File: src/design/bsdu_pkg.sv
`default_nettype none

package bsdu_pkg;

  // Result kind codes
  localparam logic [1:0] KIND_INVALID = 2'd0;
  localparam logic [1:0] KIND_BECH32  = 2'd1;
  localparam logic [1:0] KIND_BECH32M = 2'd2;

  // BCH generator terms and the Bech32m residue
  localparam logic [29:0] GEN0          = 30'h3b6a57b2;
  localparam logic [29:0] GEN1          = 30'h26508e6d;
  localparam logic [29:0] GEN2          = 30'h1ea119fa;
  localparam logic [29:0] GEN3          = 30'h3d4233dd;
  localparam logic [29:0] GEN4          = 30'h2a1462b3;
  localparam logic [29:0] BECH32M_CONST = 30'h2bc830a3;
  localparam logic [29:0] RESIDUE_INIT  = 30'h1;

  // Which value feeds the checksum step in the cycle after a buffer read
  typedef enum logic [2:0] {
    STEP_NONE,
    STEP_HI,
    STEP_ZERO,
    STEP_LO,
    STEP_DATA
  } step_t;

  // Controller states
  typedef enum logic [3:0] {
    ST_IDLE,
    ST_CHECK,
    ST_HI,
    ST_ZERO,
    ST_LO,
    ST_DATA,
    ST_DRAIN,
    ST_VERDICT,
    ST_READ
  } state_t;

  // Controller to datapath
  typedef struct packed {
    logic  take;
    logic  check;
    step_t issue;
    logic  ptr_zero;
    logic  ptr_data;
    logic  ptr_inc;
    logic  emit_verdict;
    logic  emit_read;
  } ctl_cmd_t;

  // Datapath to controller
  typedef struct packed {
    logic pre_ok;
    logic pre_end;
    logic data_end;
  } dp_stat_t;

  function automatic logic [7:0] fold_lower(input logic [7:0] c);
    logic [7:0] r;
    r = c;
    if (c >= "A" && c <= "Z") r = c + 8'd32;
    return r;
  endfunction

  // Returns {in_set, value}
  function automatic logic [5:0] sym_decode(input logic [7:0] c);
    logic [7:0] lc;
    logic [5:0] r;
    lc = fold_lower(c);
    unique case (lc)
      "q":     r = {1'b1, 5'd0};
      "p":     r = {1'b1, 5'd1};
      "z":     r = {1'b1, 5'd2};
      "r":     r = {1'b1, 5'd3};
      "y":     r = {1'b1, 5'd4};
      "9":     r = {1'b1, 5'd5};
      "x":     r = {1'b1, 5'd6};
      "8":     r = {1'b1, 5'd7};
      "g":     r = {1'b1, 5'd8};
      "f":     r = {1'b1, 5'd9};
      "2":     r = {1'b1, 5'd10};
      "t":     r = {1'b1, 5'd11};
      "v":     r = {1'b1, 5'd12};
      "d":     r = {1'b1, 5'd13};
      "w":     r = {1'b1, 5'd14};
      "0":     r = {1'b1, 5'd15};
      "s":     r = {1'b1, 5'd16};
      "3":     r = {1'b1, 5'd17};
      "j":     r = {1'b1, 5'd18};
      "n":     r = {1'b1, 5'd19};
      "5":     r = {1'b1, 5'd20};
      "4":     r = {1'b1, 5'd21};
      "k":     r = {1'b1, 5'd22};
      "h":     r = {1'b1, 5'd23};
      "c":     r = {1'b1, 5'd24};
      "e":     r = {1'b1, 5'd25};
      "6":     r = {1'b1, 5'd26};
      "m":     r = {1'b1, 5'd27};
      "u":     r = {1'b1, 5'd28};
      "a":     r = {1'b1, 5'd29};
      "7":     r = {1'b1, 5'd30};
      "l":     r = {1'b1, 5'd31};
      default: r = 6'd0;
    endcase
    return r;
  endfunction

  // One BCH polymod step
  function automatic logic [29:0] poly_step(input logic [29:0] chk, input logic [4:0] v);
    logic [4:0]  top;
    logic [29:0] nxt;
    top = chk[29:25];
    nxt = {chk[24:0], v};
    if (top[0]) nxt = nxt ^ GEN0;
    if (top[1]) nxt = nxt ^ GEN1;
    if (top[2]) nxt = nxt ^ GEN2;
    if (top[3]) nxt = nxt ^ GEN3;
    if (top[4]) nxt = nxt ^ GEN4;
    return nxt;
  endfunction

endpackage

`default_nettype wire

File: src/design/bsdu_ram.sv
`default_nettype none

// Single write port, single registered read port
module bsdu_ram #(
  parameter int WIDTH = 8,
  parameter int DEPTH = 128
) (
  input  wire logic                     clk,
  input  wire logic                     we,
  input  wire logic [$clog2(DEPTH)-1:0] waddr,
  input  wire logic [WIDTH-1:0]         wdata,
  input  wire logic [$clog2(DEPTH)-1:0] raddr,
  output logic      [WIDTH-1:0]         rdata
);

  logic [WIDTH-1:0] mem [DEPTH];

  always_ff @(posedge clk) begin
    if (we) mem[waddr] <= wdata;
    rdata <= mem[raddr];
  end

endmodule

`default_nettype wire

File: src/design/bsdu_ctrl.sv
`default_nettype none

// Sequencer: append/read acceptance and the verdict passes
module bsdu_ctrl (
  input  wire logic               clk,
  input  wire logic               rst_n,
  input  wire logic               start,
  input  wire logic               in_action,
  input  wire logic               in_is_last,
  input  wire bsdu_pkg::dp_stat_t stat,
  output logic                    busy,
  output bsdu_pkg::ctl_cmd_t      cmd
);

  bsdu_pkg::state_t state_r, state_nxt;

  always_ff @(posedge clk) begin
    if (!rst_n) begin
      state_r <= bsdu_pkg::ST_IDLE;
    end else begin
      state_r <= state_nxt;
    end
  end

  // Next state
  always_comb begin
    state_nxt = state_r;
    unique case (state_r)
      bsdu_pkg::ST_IDLE: begin
        if (start) begin
          if (in_action) state_nxt = bsdu_pkg::ST_READ;
          else if (in_is_last) state_nxt = bsdu_pkg::ST_CHECK;
        end
      end
      bsdu_pkg::ST_CHECK:
        state_nxt = stat.pre_ok ? bsdu_pkg::ST_HI : bsdu_pkg::ST_VERDICT;
      bsdu_pkg::ST_HI:
        if (stat.pre_end) state_nxt = bsdu_pkg::ST_ZERO;
      bsdu_pkg::ST_ZERO:
        state_nxt = bsdu_pkg::ST_LO;
      bsdu_pkg::ST_LO:
        if (stat.pre_end) state_nxt = bsdu_pkg::ST_DATA;
      bsdu_pkg::ST_DATA:
        if (stat.data_end) state_nxt = bsdu_pkg::ST_DRAIN;
      bsdu_pkg::ST_DRAIN:
        state_nxt = bsdu_pkg::ST_VERDICT;
      bsdu_pkg::ST_VERDICT:
        state_nxt = bsdu_pkg::ST_IDLE;
      bsdu_pkg::ST_READ:
        state_nxt = bsdu_pkg::ST_IDLE;
      default:
        state_nxt = bsdu_pkg::ST_IDLE;
    endcase
  end

  // Outputs
  always_comb begin
    busy             = (state_r != bsdu_pkg::ST_IDLE);
    cmd              = '0;
    cmd.issue        = bsdu_pkg::STEP_NONE;
    unique case (state_r)
      bsdu_pkg::ST_IDLE:
        cmd.take = start;
      bsdu_pkg::ST_CHECK: begin
        cmd.check    = 1'b1;
        cmd.ptr_zero = 1'b1;
      end
      bsdu_pkg::ST_HI: begin
        cmd.issue    = bsdu_pkg::STEP_HI;
        cmd.ptr_zero = stat.pre_end;
        cmd.ptr_inc  = !stat.pre_end;
      end
      bsdu_pkg::ST_ZERO:
        cmd.issue = bsdu_pkg::STEP_ZERO;
      bsdu_pkg::ST_LO: begin
        cmd.issue    = bsdu_pkg::STEP_LO;
        cmd.ptr_data = stat.pre_end;
        cmd.ptr_inc  = !stat.pre_end;
      end
      bsdu_pkg::ST_DATA: begin
        cmd.issue   = bsdu_pkg::STEP_DATA;
        cmd.ptr_inc = 1'b1;
      end
      bsdu_pkg::ST_DRAIN: ;
      bsdu_pkg::ST_VERDICT:
        cmd.emit_verdict = 1'b1;
      bsdu_pkg::ST_READ:
        cmd.emit_read = 1'b1;
      default: ;
    endcase
  end

endmodule

`default_nettype wire

File: src/design/bsdu_dp.sv
`default_nettype none

// String buffer, case/separator tracking, polymod engine and result registers
module bsdu_dp #(
  parameter int MAX_LEN = 128
) (
  input  wire logic               clk,
  input  wire logic               rst_n,
  input  wire bsdu_pkg::ctl_cmd_t cmd,
  input  wire logic               in_action,
  input  wire logic [7:0]         in_char_code,
  input  wire logic [6:0]         in_symbol_index,
  output bsdu_pkg::dp_stat_t      stat,
  output logic                    out_valid,
  output logic [1:0]              out_kind,
  output logic [6:0]              out_prefix_length,
  output logic [6:0]              out_payload_length,
  output logic [4:0]              out_symbol,
  output logic                    out_is_verdict
);

  localparam int AW = $clog2(MAX_LEN);
  localparam int CW = $clog2(MAX_LEN + 1);
  localparam int LW = (CW > 7) ? CW : 7;

  // String state
  logic [CW-1:0]    count_r;
  logic [AW-1:0]    sep_r;
  logic             ovf_r, lower_r, upper_r, closed_r;
  logic [1:0]       verdict_r;
  // Verdict engine
  logic [29:0]      residue_r;
  logic             bad_r;
  logic [AW-1:0]    ptr_r;
  bsdu_pkg::step_t  tag_r;
  logic [6:0]       idx_r;
  // Result registers
  logic             out_valid_r, out_is_verdict_r;
  logic [1:0]       out_kind_r;
  logic [6:0]       out_prefix_r, out_payload_r;
  logic [4:0]       out_symbol_r;

  // Buffer port signals
  logic             ram_we;
  logic [AW-1:0]    ram_raddr;
  logic [7:0]       ram_rdata;

  logic             appending;
  logic [CW-1:0]    eff_count;
  logic [AW-1:0]    eff_sep;
  logic             eff_ovf, eff_lower, eff_upper, room;
  logic             ch_lower, ch_upper;
  logic [LW:0]      sep_plus7;
  logic [LW-1:0]    prefix_full, payload_full, rd_sum;
  logic [7:0]       folded;
  logic [5:0]       dec;
  logic [4:0]       step_val;
  logic [1:0]       vk;

  // A new string starts on the first append after a verdict
  always_comb begin
    appending = cmd.take && !in_action;
    eff_count = closed_r ? '0 : count_r;
    eff_sep   = closed_r ? '0 : sep_r;
    eff_ovf   = closed_r ? 1'b0 : ovf_r;
    eff_lower = closed_r ? 1'b0 : lower_r;
    eff_upper = closed_r ? 1'b0 : upper_r;
    room      = eff_count < CW'(MAX_LEN);
    ch_lower  = (in_char_code >= "a") && (in_char_code <= "z");
    ch_upper  = (in_char_code >= "A") && (in_char_code <= "Z");
    ram_we    = appending && room;
  end

  // Lengths and pass bounds
  always_comb begin
    sep_plus7     = (LW + 1)'(sep_r) + (LW + 1)'(7);
    prefix_full   = LW'(sep_r);
    payload_full  = LW'(count_r) - LW'(sep_r) - LW'(7);
    rd_sum        = LW'(sep_r) + LW'(1) + LW'(in_symbol_index);
    ram_raddr     = cmd.take ? rd_sum[AW-1:0] : ptr_r;
    stat.pre_ok   = !ovf_r && !(lower_r && upper_r) && (sep_r != '0) &&
                    (sep_plus7 <= (LW + 1)'(count_r));
    stat.pre_end  = (ptr_r == sep_r - AW'(1));
    stat.data_end = ((LW'(ptr_r) + LW'(1)) == LW'(count_r));
  end

  // Checksum input selection
  always_comb begin
    folded = bsdu_pkg::fold_lower(ram_rdata);
    dec    = bsdu_pkg::sym_decode(ram_rdata);
    unique case (tag_r)
      bsdu_pkg::STEP_HI:   step_val = {2'b00, folded[7:5]};
      bsdu_pkg::STEP_LO:   step_val = folded[4:0];
      bsdu_pkg::STEP_DATA: step_val = dec[4:0];
      default:             step_val = 5'd0;
    endcase
  end

  // Verdict from the final residue
  always_comb begin
    priority if (bad_r)                              vk = bsdu_pkg::KIND_INVALID;
    else if (residue_r == bsdu_pkg::RESIDUE_INIT)    vk = bsdu_pkg::KIND_BECH32;
    else if (residue_r == bsdu_pkg::BECH32M_CONST)   vk = bsdu_pkg::KIND_BECH32M;
    else                                             vk = bsdu_pkg::KIND_INVALID;
  end

  bsdu_ram #(
    .WIDTH (8),
    .DEPTH (MAX_LEN)
  ) u_buf (
    .clk   (clk),
    .we    (ram_we),
    .waddr (eff_count[AW-1:0]),
    .wdata (in_char_code),
    .raddr (ram_raddr),
    .rdata (ram_rdata)
  );

  // String bookkeeping
  always_ff @(posedge clk) begin
    if (!rst_n) begin
      count_r   <= '0;
      sep_r     <= '0;
      ovf_r     <= 1'b0;
      lower_r   <= 1'b0;
      upper_r   <= 1'b0;
      closed_r  <= 1'b0;
      verdict_r <= bsdu_pkg::KIND_INVALID;
    end else begin
      if (appending) begin
        closed_r  <= 1'b0;
        verdict_r <= bsdu_pkg::KIND_INVALID;
        count_r   <= room ? eff_count + CW'(1) : eff_count;
        ovf_r     <= eff_ovf || !room;
        lower_r   <= eff_lower || (room && ch_lower);
        upper_r   <= eff_upper || (room && ch_upper);
        sep_r     <= (room && in_char_code == "1") ? eff_count[AW-1:0] : eff_sep;
      end
      if (cmd.emit_verdict) begin
        verdict_r <= vk;
        closed_r  <= 1'b1;
      end
    end
  end

  // Polymod engine: each step uses the buffer data in the cycle after its read
  always_ff @(posedge clk) begin
    if (!rst_n) begin
      tag_r     <= bsdu_pkg::STEP_NONE;
      residue_r <= bsdu_pkg::RESIDUE_INIT;
      bad_r     <= 1'b0;
      ptr_r     <= '0;
    end else begin
      tag_r <= cmd.issue;
      if (tag_r != bsdu_pkg::STEP_NONE) begin
        residue_r <= bsdu_pkg::poly_step(residue_r, step_val);
        if (tag_r == bsdu_pkg::STEP_DATA && !dec[5]) bad_r <= 1'b1;
      end
      if (cmd.check) begin
        residue_r <= bsdu_pkg::RESIDUE_INIT;
        bad_r     <= !stat.pre_ok;
      end
      priority if (cmd.ptr_zero) ptr_r <= '0;
      else if (cmd.ptr_data)     ptr_r <= sep_r + AW'(1);
      else if (cmd.ptr_inc)      ptr_r <= ptr_r + AW'(1);
    end
  end

  always_ff @(posedge clk) begin
    if (cmd.take && in_action) idx_r <= in_symbol_index;
  end

  // Result registers
  always_ff @(posedge clk) begin
    if (!rst_n) begin
      out_valid_r <= 1'b0;
    end else begin
      out_valid_r <= cmd.emit_verdict || cmd.emit_read;
    end
  end

  always_ff @(posedge clk) begin
    if (cmd.emit_verdict) begin
      out_is_verdict_r <= 1'b1;
      out_kind_r       <= vk;
      out_symbol_r     <= 5'd0;
      out_prefix_r     <= (vk != bsdu_pkg::KIND_INVALID) ? prefix_full[6:0] : '0;
      out_payload_r    <= (vk != bsdu_pkg::KIND_INVALID) ? payload_full[6:0] : '0;
    end else if (cmd.emit_read) begin
      out_is_verdict_r <= 1'b0;
      out_kind_r       <= verdict_r;
      if (verdict_r != bsdu_pkg::KIND_INVALID) begin
        out_prefix_r  <= prefix_full[6:0];
        out_payload_r <= payload_full[6:0];
        out_symbol_r  <= (LW'(idx_r) < payload_full) ? dec[4:0] : 5'd0;
      end else begin
        out_prefix_r  <= '0;
        out_payload_r <= '0;
        out_symbol_r  <= 5'd0;
      end
    end
  end

  assign out_valid          = out_valid_r;
  assign out_kind           = out_kind_r;
  assign out_prefix_length  = out_prefix_r;
  assign out_payload_length = out_payload_r;
  assign out_symbol         = out_symbol_r;
  assign out_is_verdict     = out_is_verdict_r;

endmodule

`default_nettype wire

File: src/design/bech32_string_decoder_unit.sv
`default_nettype none

// Bech32/Bech32m string decoder. A transaction is taken when start is high
// and busy is low. An append (in_action 0) leaves busy low and gives no
// result unless in_is_last is set. The closing append starts the verdict:
// busy stays high while the polymod walks the buffer RAM one character per
// cycle (prefix high bits, a zero, prefix low bits, then the data); a string
// that fails the length, case or separator checks skips the walk. A read
// (in_action 1) holds busy for one cycle while the buffer RAM returns the
// symbol. Each result sits on the out_ ports for exactly one cycle with
// out_valid high, in the first cycle that busy is low again; there is no
// way to hold it back, so the receiver must take it then. Characters beyond
// MAX_LEN are dropped and make the string invalid.
module bech32_string_decoder_unit #(
  parameter int MAX_LEN = 128
) (
  input  wire logic       clk,
  input  wire logic       rst_n,
  input  wire logic       start,
  output logic            busy,
  input  wire logic       in_action,
  input  wire logic [7:0] in_char_code,
  input  wire logic       in_is_last,
  input  wire logic [6:0] in_symbol_index,
  output logic            out_valid,
  output logic [1:0]      out_kind,
  output logic [6:0]      out_prefix_length,
  output logic [6:0]      out_payload_length,
  output logic [4:0]      out_symbol,
  output logic            out_is_verdict
);

  bsdu_pkg::ctl_cmd_t cmd;
  bsdu_pkg::dp_stat_t stat;

  bsdu_ctrl u_ctrl (
    .clk        (clk),
    .rst_n      (rst_n),
    .start      (start),
    .in_action  (in_action),
    .in_is_last (in_is_last),
    .stat       (stat),
    .busy       (busy),
    .cmd        (cmd)
  );

  bsdu_dp #(
    .MAX_LEN (MAX_LEN)
  ) u_dp (
    .clk                (clk),
    .rst_n              (rst_n),
    .cmd                (cmd),
    .in_action          (in_action),
    .in_char_code       (in_char_code),
    .in_symbol_index    (in_symbol_index),
    .stat               (stat),
    .out_valid          (out_valid),
    .out_kind           (out_kind),
    .out_prefix_length  (out_prefix_length),
    .out_payload_length (out_payload_length),
    .out_symbol         (out_symbol),
    .out_is_verdict     (out_is_verdict)
  );

`ifndef SYNTHESIS
  // Results never come in adjacent cycles
  a_no_double_strobe: assert property (@(posedge clk) disable iff (!rst_n)
    out_valid |=> !out_valid)
    else $error("result strobe on two adjacent cycles");

  // A read transaction answers with a non-verdict result once its READ state has passed
  a_read_latency: assert property (@(posedge clk) disable iff (!rst_n)
    start && !busy && in_action |=> ##1 (out_valid && !out_is_verdict))
    else $error("read result missing");

  // A closing append always starts the verdict sequence
  a_close_busy: assert property (@(posedge clk) disable iff (!rst_n)
    start && !busy && !in_action && in_is_last |=> busy)
    else $error("closing append did not start verdict");

  // An invalid kind carries no lengths and no symbol
  a_invalid_zero: assert property (@(posedge clk) disable iff (!rst_n)
    out_valid && (out_kind == bsdu_pkg::KIND_INVALID) |->
      (out_symbol == 5'd0) && (out_prefix_length == 7'd0) &&
      (out_payload_length == 7'd0))
    else $error("invalid result carries data");
`endif

endmodule

`default_nettype wire

File: config.mk
export PLATFORM = sky130hd
export DESIGN_NAME = bech32_string_decoder_unit
export DESIGN_NICKNAME = d
export VERILOG_FILES = /design/src/design/bsdu_pkg.sv /design/src/design/bsdu_ram.sv /design/src/design/bsdu_ctrl.sv /design/src/design/bsdu_dp.sv /design/src/design/bech32_string_decoder_unit.sv
export SDC_FILE = /design/constraint.sdc
export NUM_CORES = 2
export LEC_CHECK = 0
export ABC_AREA = 1
export BUFFER_PORTS_ARGS = -buffer_cell sky130_fd_sc_hd__buf_2
export CORE_ASPECT_RATIO = 2
export CORE_UTILIZATION = 45
export CTS_CLUSTER_SIZE = 14
export DETAILED_ROUTE_END_ITERATION = 8
export SLEW_MARGIN = 10
export SYNTH_ARGS = -nofsm -noshare
export SYNTH_HDL_FRONTEND = slang
export SYNTH_SLANG_ARGS = --single-unit
File: constraint.sdc
create_clock -name clk -period 7.3 [get_ports clk]
set_input_delay 1.095 -clock clk [delete_from_list [all_inputs] [get_ports clk]]
set_output_delay 1.095 -clock clk [all_outputs]
set_load 0.1 [all_outputs]
==> Word level (Yosys, flattened, before mapping) <==
Memories as Yosys holds them, arrays and structs flattened. A register that Yosys moved wholly into a read port is not among the register bits.
Index checks and enable logic that the tools add are counted.
{ "word_totals": {"regBits": 96, "mem_bits_rw": 1024, "rom_bits": 768, "input_bits": 20, "out_inout_bits": 24, "mem_count": 2} }
{ "classes": {"add_sub_neg": 11, "order_cmp": 9, "eq_ne": 21, "n_mux": 66, "bitwise_logic": 6, "n_reduce_logical": 43} }
{ "mem_list": {"columns": ["name", "words", "word_bits", "rd", "rd_clocked_by_memory_dff", "wr", "line_no", "rtl"], "rows": [
  ["u_dp.u_buf.mem", 128, 8, 1, 1, 1, "bsdu_ram.sv:16", "logic [WIDTH-1:0] mem [DEPTH];"],
  ["(no name shown)", 128, 6, 1, 0, 0, "bsdu_pkg.sv:72", "unique case (lc)"]
]} }
{ "op_table": {"columns": ["op", "n"], "rows": [
  ["30-bit 2-to-1 mux", 12],
  ["7-bit 2-to-1 mux", 13],
  ["30-bit by 1-bit == test with 1-bit output, second input constant", 1],
  ["30-bit == test, second input constant", 1],
  ["29-bit 2-to-1 mux", 1],
  ["4-bit case mux with 7 select lines", 1],
  ["8-bit by 7-bit greater-or-equal comparator with 1-bit output, second input constant", 3],
  ["8-bit by 7-bit <= comparator with 1-bit output, second input constant", 3],
  ["4-bit 2-to-1 mux", 6],
  ["8-bit 2-to-1 mux", 3],
  ["7-bit by 1-bit adder with 7-bit output, second input constant", 3],
  ["18-bit inverter", 1],
  ["17-bit inverter", 1],
  ["4-bit by 3-bit == test with 1-bit output, second input constant", 4],
  ["16-bit inverter", 1],
  ["2-bit nonzero test", 8],
  ["1-bit 2-to-1 mux", 15],
  ["5-bit case mux with 3 select lines", 1],
  ["1-bit logical AND", 14],
  ["2-bit 2-to-1 mux", 7],
  ["14-bit inverter", 1],
  ["13-bit inverter", 1],
  ["3-bit case mux with 4 select lines", 1],
  ["5-bit 2-to-1 mux", 2],
  ["other kinds (36)", 52]
]} }

==> Longest topological paths before layout <==
An unclocked memory read counts as a cell.
{ "logic_depth": {"word_depth": 24, "depth_mapped": 20, "depth_no_buf": 19} }

==> Modules after synthesis <==
A second synthesis with hierarchy kept.
{ "unflattened": {"hier_cells": 4536, "hier_area_um2": 48943.2} }
{ "by_module_without_submodules": {"columns": ["module", "n_inst", "cells_per_inst", "area_per_inst_um2", "seq_area_each_um2"], "rows": [
  ["bsdu_ram", 1, 3575, 42104.1, 30909.6],
  ["bsdu_dp", 1, 898, 6441.2, 2072.0],
  ["bsdu_ctrl", 1, 63, 397.9, 80.1]
]} }

==> Least setup slack after synthesis <==
No wires, ideal clock.
{ "synth_path": {"path_kind": "input to register", "startpoint": "input port in_symbol_index[0]", "endpoint": "register u_dp.u_buf.rdata[2] (read register of u_dp.u_buf.mem)", "setup_ns": 0.113, "arrival_ns": 2.942, "setup_slack_ns": 4.245, "stages": 13, "n_path_buf": 1, "path_cell_list": "inv_1 > ha_1 > fa_1 > o211ai_1 > xnor2_1 > nand2_1 > o21ai_1 > clkbuf_1 > nand3_1 > nand3_1 > nand2_1 > nand2_1 > nand2_1"} }
{ "synth_between": {"elab_chain_cells": 2} }
{ "synth_lines": {"columns": ["element", "line_no", "rtl"], "rows": [
  ["start: declaration", "bech32_string_decoder_unit.sv:24", "input wire logic [6:0] in_symbol_index,"],
  ["7-bit adder", "bsdu_dp.sv:79", "rd_sum = LW'(sep_r) + LW'(1) + LW'(in_symbol_index);"],
  ["7-bit 2-to-1 mux", "bsdu_dp.sv:80", "ram_raddr = cmd.take ? rd_sum[AW-1:0] : ptr_r;"],
  ["end: declaration", "bsdu_ram.sv:13", "output logic [WIDTH-1:0] rdata"]
]} }
No other way between the ends.
A chain may end at the register's enable or synchronous reset.

==> Worst setup path after layout <==
{ "layout_path": {"startpoint": "register u_dp.sep_r[0]", "endpoint": "register u_dp.u_buf.rdata[5] (read register of u_dp.u_buf.mem)"} }
{ "layout_between": {"elab_chain_cells": 3} }
{ "layout_lines": {"columns": ["element", "line_no", "rtl"], "rows": [
  ["start: declaration", "bsdu_dp.sv:28", "logic [AW-1:0] sep_r;"],
  ["start signal: assignment", "bsdu_dp.sv:137", "sep_r <= (room && in_char_code == \"1\") ? eff_count[AW-1:0] : eff_sep;"],
  ["7-bit by 1-bit adder with 7-bit output", "bsdu_dp.sv:79", null],
  ["7-bit adder", "bsdu_dp.sv:79", null],
  ["7-bit 2-to-1 mux", "bsdu_dp.sv:80", null]
]} }
No other way between the ends.

==> impl_metrics.yaml <==
global_routing:
  grt_use_total_pct: 25.4
  overflow: 0
  antenna_found_initial: 3
  grt_pass1_vias: 35800
  grt_max_degree: 162
  grt_pass1_wl_um: 222000
drt:
  drt_wl_total_um: 149000
  drtIter0Drc: 2879
  first_pass_iters: 6
  drt-vias-per-instance: 5.26
  vias: 36500
  drcViolationCount: 0
  antenna_left: 0
  routedWlPerCell_um: 21.5
yosys:
  netlist_instances: 5420
  synth_enable_flop_cells: 1047
  synth_area_um2: 52100
  synth_area_per_cell_um2: 9.61
  synth.distinct_cells: 52
  ys_ff_latch: 1128
  yosysSeqAreaShare_pct: 63.5
  synth_nets: 5488
  yosys_warnings: 0
  ys.flop_type: "edfxtp_1"
  async_flop_share_pct: 0
worst_setup_path:
  critical_path_class: "flip-flop to flip-flop"
  crit_path_end_kind: "flip-flop"
  cp_top_family: "simple AND/OR/NAND/NOR gates"
  crit_fanout: 100
  cp.required_ns: 7.95
  critPathLaunchType: "flip-flop"
  crit_buf_inv: 4
  crit_chain: "inv_1 -> ha_1 -> inv_1 -> nand2_1 -> nand2_8 -> buf_12 -> buf_12 -> nand2_1 -> nand2_1 -> nand2_1 -> nand3_1 -> nand3_1 -> nand3_1 -> nand3_1 -> nand2_1 -> nand2_1 -> nand2_1"
  critPathArrivalTime_ns: 5.26
  max_stage_delay_ns: 0.70
  slowest_stage: "nand2_8"
  crit_top_cell: "nand2_1"
sta:
  max_slew_margin_pct: 24.6
  max_freq_ghz: 0.217
  finalSetupViolations: 0
  fin_crit_sh_pct: 63.2
  maxSlewViolCount: 0
  rsz0062_at_grt: "no"
  tightest_slew_ns: 1.12
  finalHoldViolations: 0
  skew_ns: 0.0216
  min_period_ns: 4.61
  setup_tns_ns: 0
power_and_ir_drop:
  ir_worst_vdd_uv: 418
  switching_share_pct: 42.9
  p_int_mw: 12.4
  cellPowerDensity_nw_per_um2: 383
  clock_power_share_pct: 23.3
  p_leak_nw: 23.7
  fin_total_pwr_mw: 21.7
  p_sw_mw: 9.29
  p_comb_share_pct: 42.0
  sequentialPowerShare_pct: 34.7
floorplanning:
  start_util_pct: 45.3
  coreArea_um2: 115000
  rows: 176
  dieHeight_um: 483
  die_w_um: 243
  ioPinCount: 44
  die_area_um2: 117000
cts:
  root_buffer: "clkbuf_16"
  cts_inserted_buffers: 97
  insertion_delay_ns: 0.71
  clkTransAtPathRegs_ns: 0.06
  postCtsHoldBufs: 0
  cts-htree-levels: 3
  cts_tree: "built"
  cts_resized: 0
  cts.sinks: 1128
  post_cts_buffers: 0
  clockBufferDepth: 3
min_path:
  min_path_type: "flip-flop to flip-flop"
final_layout:
  area_growth_pct: 8.68
  drive_above_1_share_pct: 4.82
  mostFrequentLayoutCell: "nand2_1"
  final_cell_mix: "nand2_1, edfxtp_1, inv_1, nand3_1, nor2_1"
  layout.nets: 5429
place:
  io_buffers: 43
  dp_hpwl_um: 94000
  gp_congestion: 0.945
status:
  status: "completed"
job:
  maxCapViolations: 0
[worst register-to-register path, cell delays in order, from the launching register on]
cell	delay (ns)
dfxtp_1	0.45
inv_1	0.29
ha_1	0.43
inv_1	0.08
nand2_1	0.38
nand2_8	0.71
buf_12	0.37
buf_12	0.43
nand2_1	0.16
nand2_1	0.08
nand2_1	0.05
nand3_1	0.20
nand3_1	0.12
nand3_1	0.13
nand3_1	0.38
nand2_1	0.18
nand2_1	0.06
nand2_1	0.06
[area by class of cell]
class                      instances  area [um^2]
clock buffer                     142         2690
clock inverter                    28          284
antenna                            1         2.50
fill                           10600        58400
tap                             1513         1890
timing repair buffer             100          823
sequential                      1128        33100
inverter                        1052         3950
multi-input combinational       2982        13900
[worst paths after layout]
path / cells after the start / slack, ns / startpoint / end
hold reg to reg: 2 / 0.46 / u_dp.out_symbol[4] / u_dp.out_symbol[4]
setup reg to reg: 17 / 2.69 / u_dp.sep_r[0] / u_dp.u_buf.rdata[5]
hold / removal: 2 / 0.46 / u_dp.out_symbol[4] / u_dp.out_symbol[4]
setup / recovery: 17 / 2.69 / u_dp.sep_r[0] / u_dp.u_buf.rdata[5]
[cells by family after synthesis]
kind of cell	after synthesis	synth area share (%)
AO/OA/AOI/OAI	163	1.84
buffers and inverters	1310	10.0
adder cells (fa/ha/maj)	48	1.18
AND/OR/NAND/NOR	2705	22.3
XOR/XNOR	66	1.11
flip-flops	1128	63.5
[sequential cells by signal, indices dropped and copies added, names as in the netlist]
register	flops
u_dp.upper_r	1
u_dp.verdict_r	2
u_dp.count_r	8
u_dp.out_symbol	5
u_dp.ptr_r	7
u_dp.lower_r	1
u_dp.idx_r	7
u_dp.sep_r	7
u_dp.out_payload_length	7
u_dp.u_buf.rdata	8
u_dp.closed_r	1
u_dp.bad_r	1
u_dp.tag_r	3
u_ctrl.state_r	4
u_dp.residue_r	30
u_dp.ovf_r	1
u_dp.out_prefix_length	7
u_dp.out_valid	1
u_dp.out_is_verdict	1
u_dp.out_kind	2
u_dp.u_buf.mem	1024
[synth_stat cells, types with 2 or more instances]
master / instances / area, um^2
nand2_1: 1376 / 5160
edfxtp_1: 1047 / 31400
inv_1: 1044 / 3920
nand3_1: 1007 / 5040
nor2_1: 238 / 893
buf_2: 180 / 901
dfxtp_1: 81 / 1620
o21ai_0: 57 / 285
a21oi_1: 54 / 270
clkbuf_1: 48 / 180
ha_1: 46 / 576
xor2_1: 43 / 377
nand4_1: 23 / 144
nor3_1: 23 / 115
xnor2_1: 23 / 201
o211ai_1: 19 / 143
buf_4: 18 / 135
buf_1: 10 / 37.5
nor4_1: 9 / 56.3
a211oi_1: 8 / 60.1
inv_2: 7 / 26.3
nor2_2: 6 / 37.5
nand2_2: 5 / 31.3
a31oi_1: 3 / 18.8
nand4_2: 3 / 37.5
nor3b_1: 3 / 22.5
o21ai_1: 3 / 15.0
o21ai_2: 3 / 26.3
or2_2: 3 / 18.8
buf_6: 2 / 22.5
fa_1: 2 / 40.0
nand3b_1: 2 / 15.0
nor2_4: 2 / 22.5
o21a_1: 2 / 15.0
o31ai_1: 2 / 15.0
o41ai_1: 2 / 17.5
[stage by stage]
stage	cell area [um^2]	util, %	cells	worst slack (ns)	hold WS [ns]
after CTS	56600	49.2	6945	2.71	0.453
final	56600	49.2	6946	2.69	0.456
after floorplan	52100	-	5420	4.25	0.423
after global routing	56600	49.2	6946	2.43	0.459
after detailed placement	53600	46.6	6775	2.17	0.440
after global placement	53600	46.6	6775	2.24	0.438
[power groups by stage]
stage | registers, mW | logic, mW | clock network, mW
after CTS | 7.51 | 9.08 | 5.10
final | 7.51 | 9.10 | 5.04
after global placement | 7.65 | 9.05 | 0
after detailed placement | 7.64 | 9.06 | 0
after global routing | 7.52 | 9.88 | 5.33
after floorplan | 7.53 | 6.04 | 0
[routing by layer]
layer / track usage (%) / vias up / part of all wire [%]
met4: 17.4 / 0 / 7.4
met1: 26.8 / 17500 / 34
met5: 0 / - / 0
li1: - / 17400 / -
met2: 46.9 / 1251 / 53
met3: 3.01 / 427 / 5.1
Note: power is estimated with default switching activity, not from simulation.
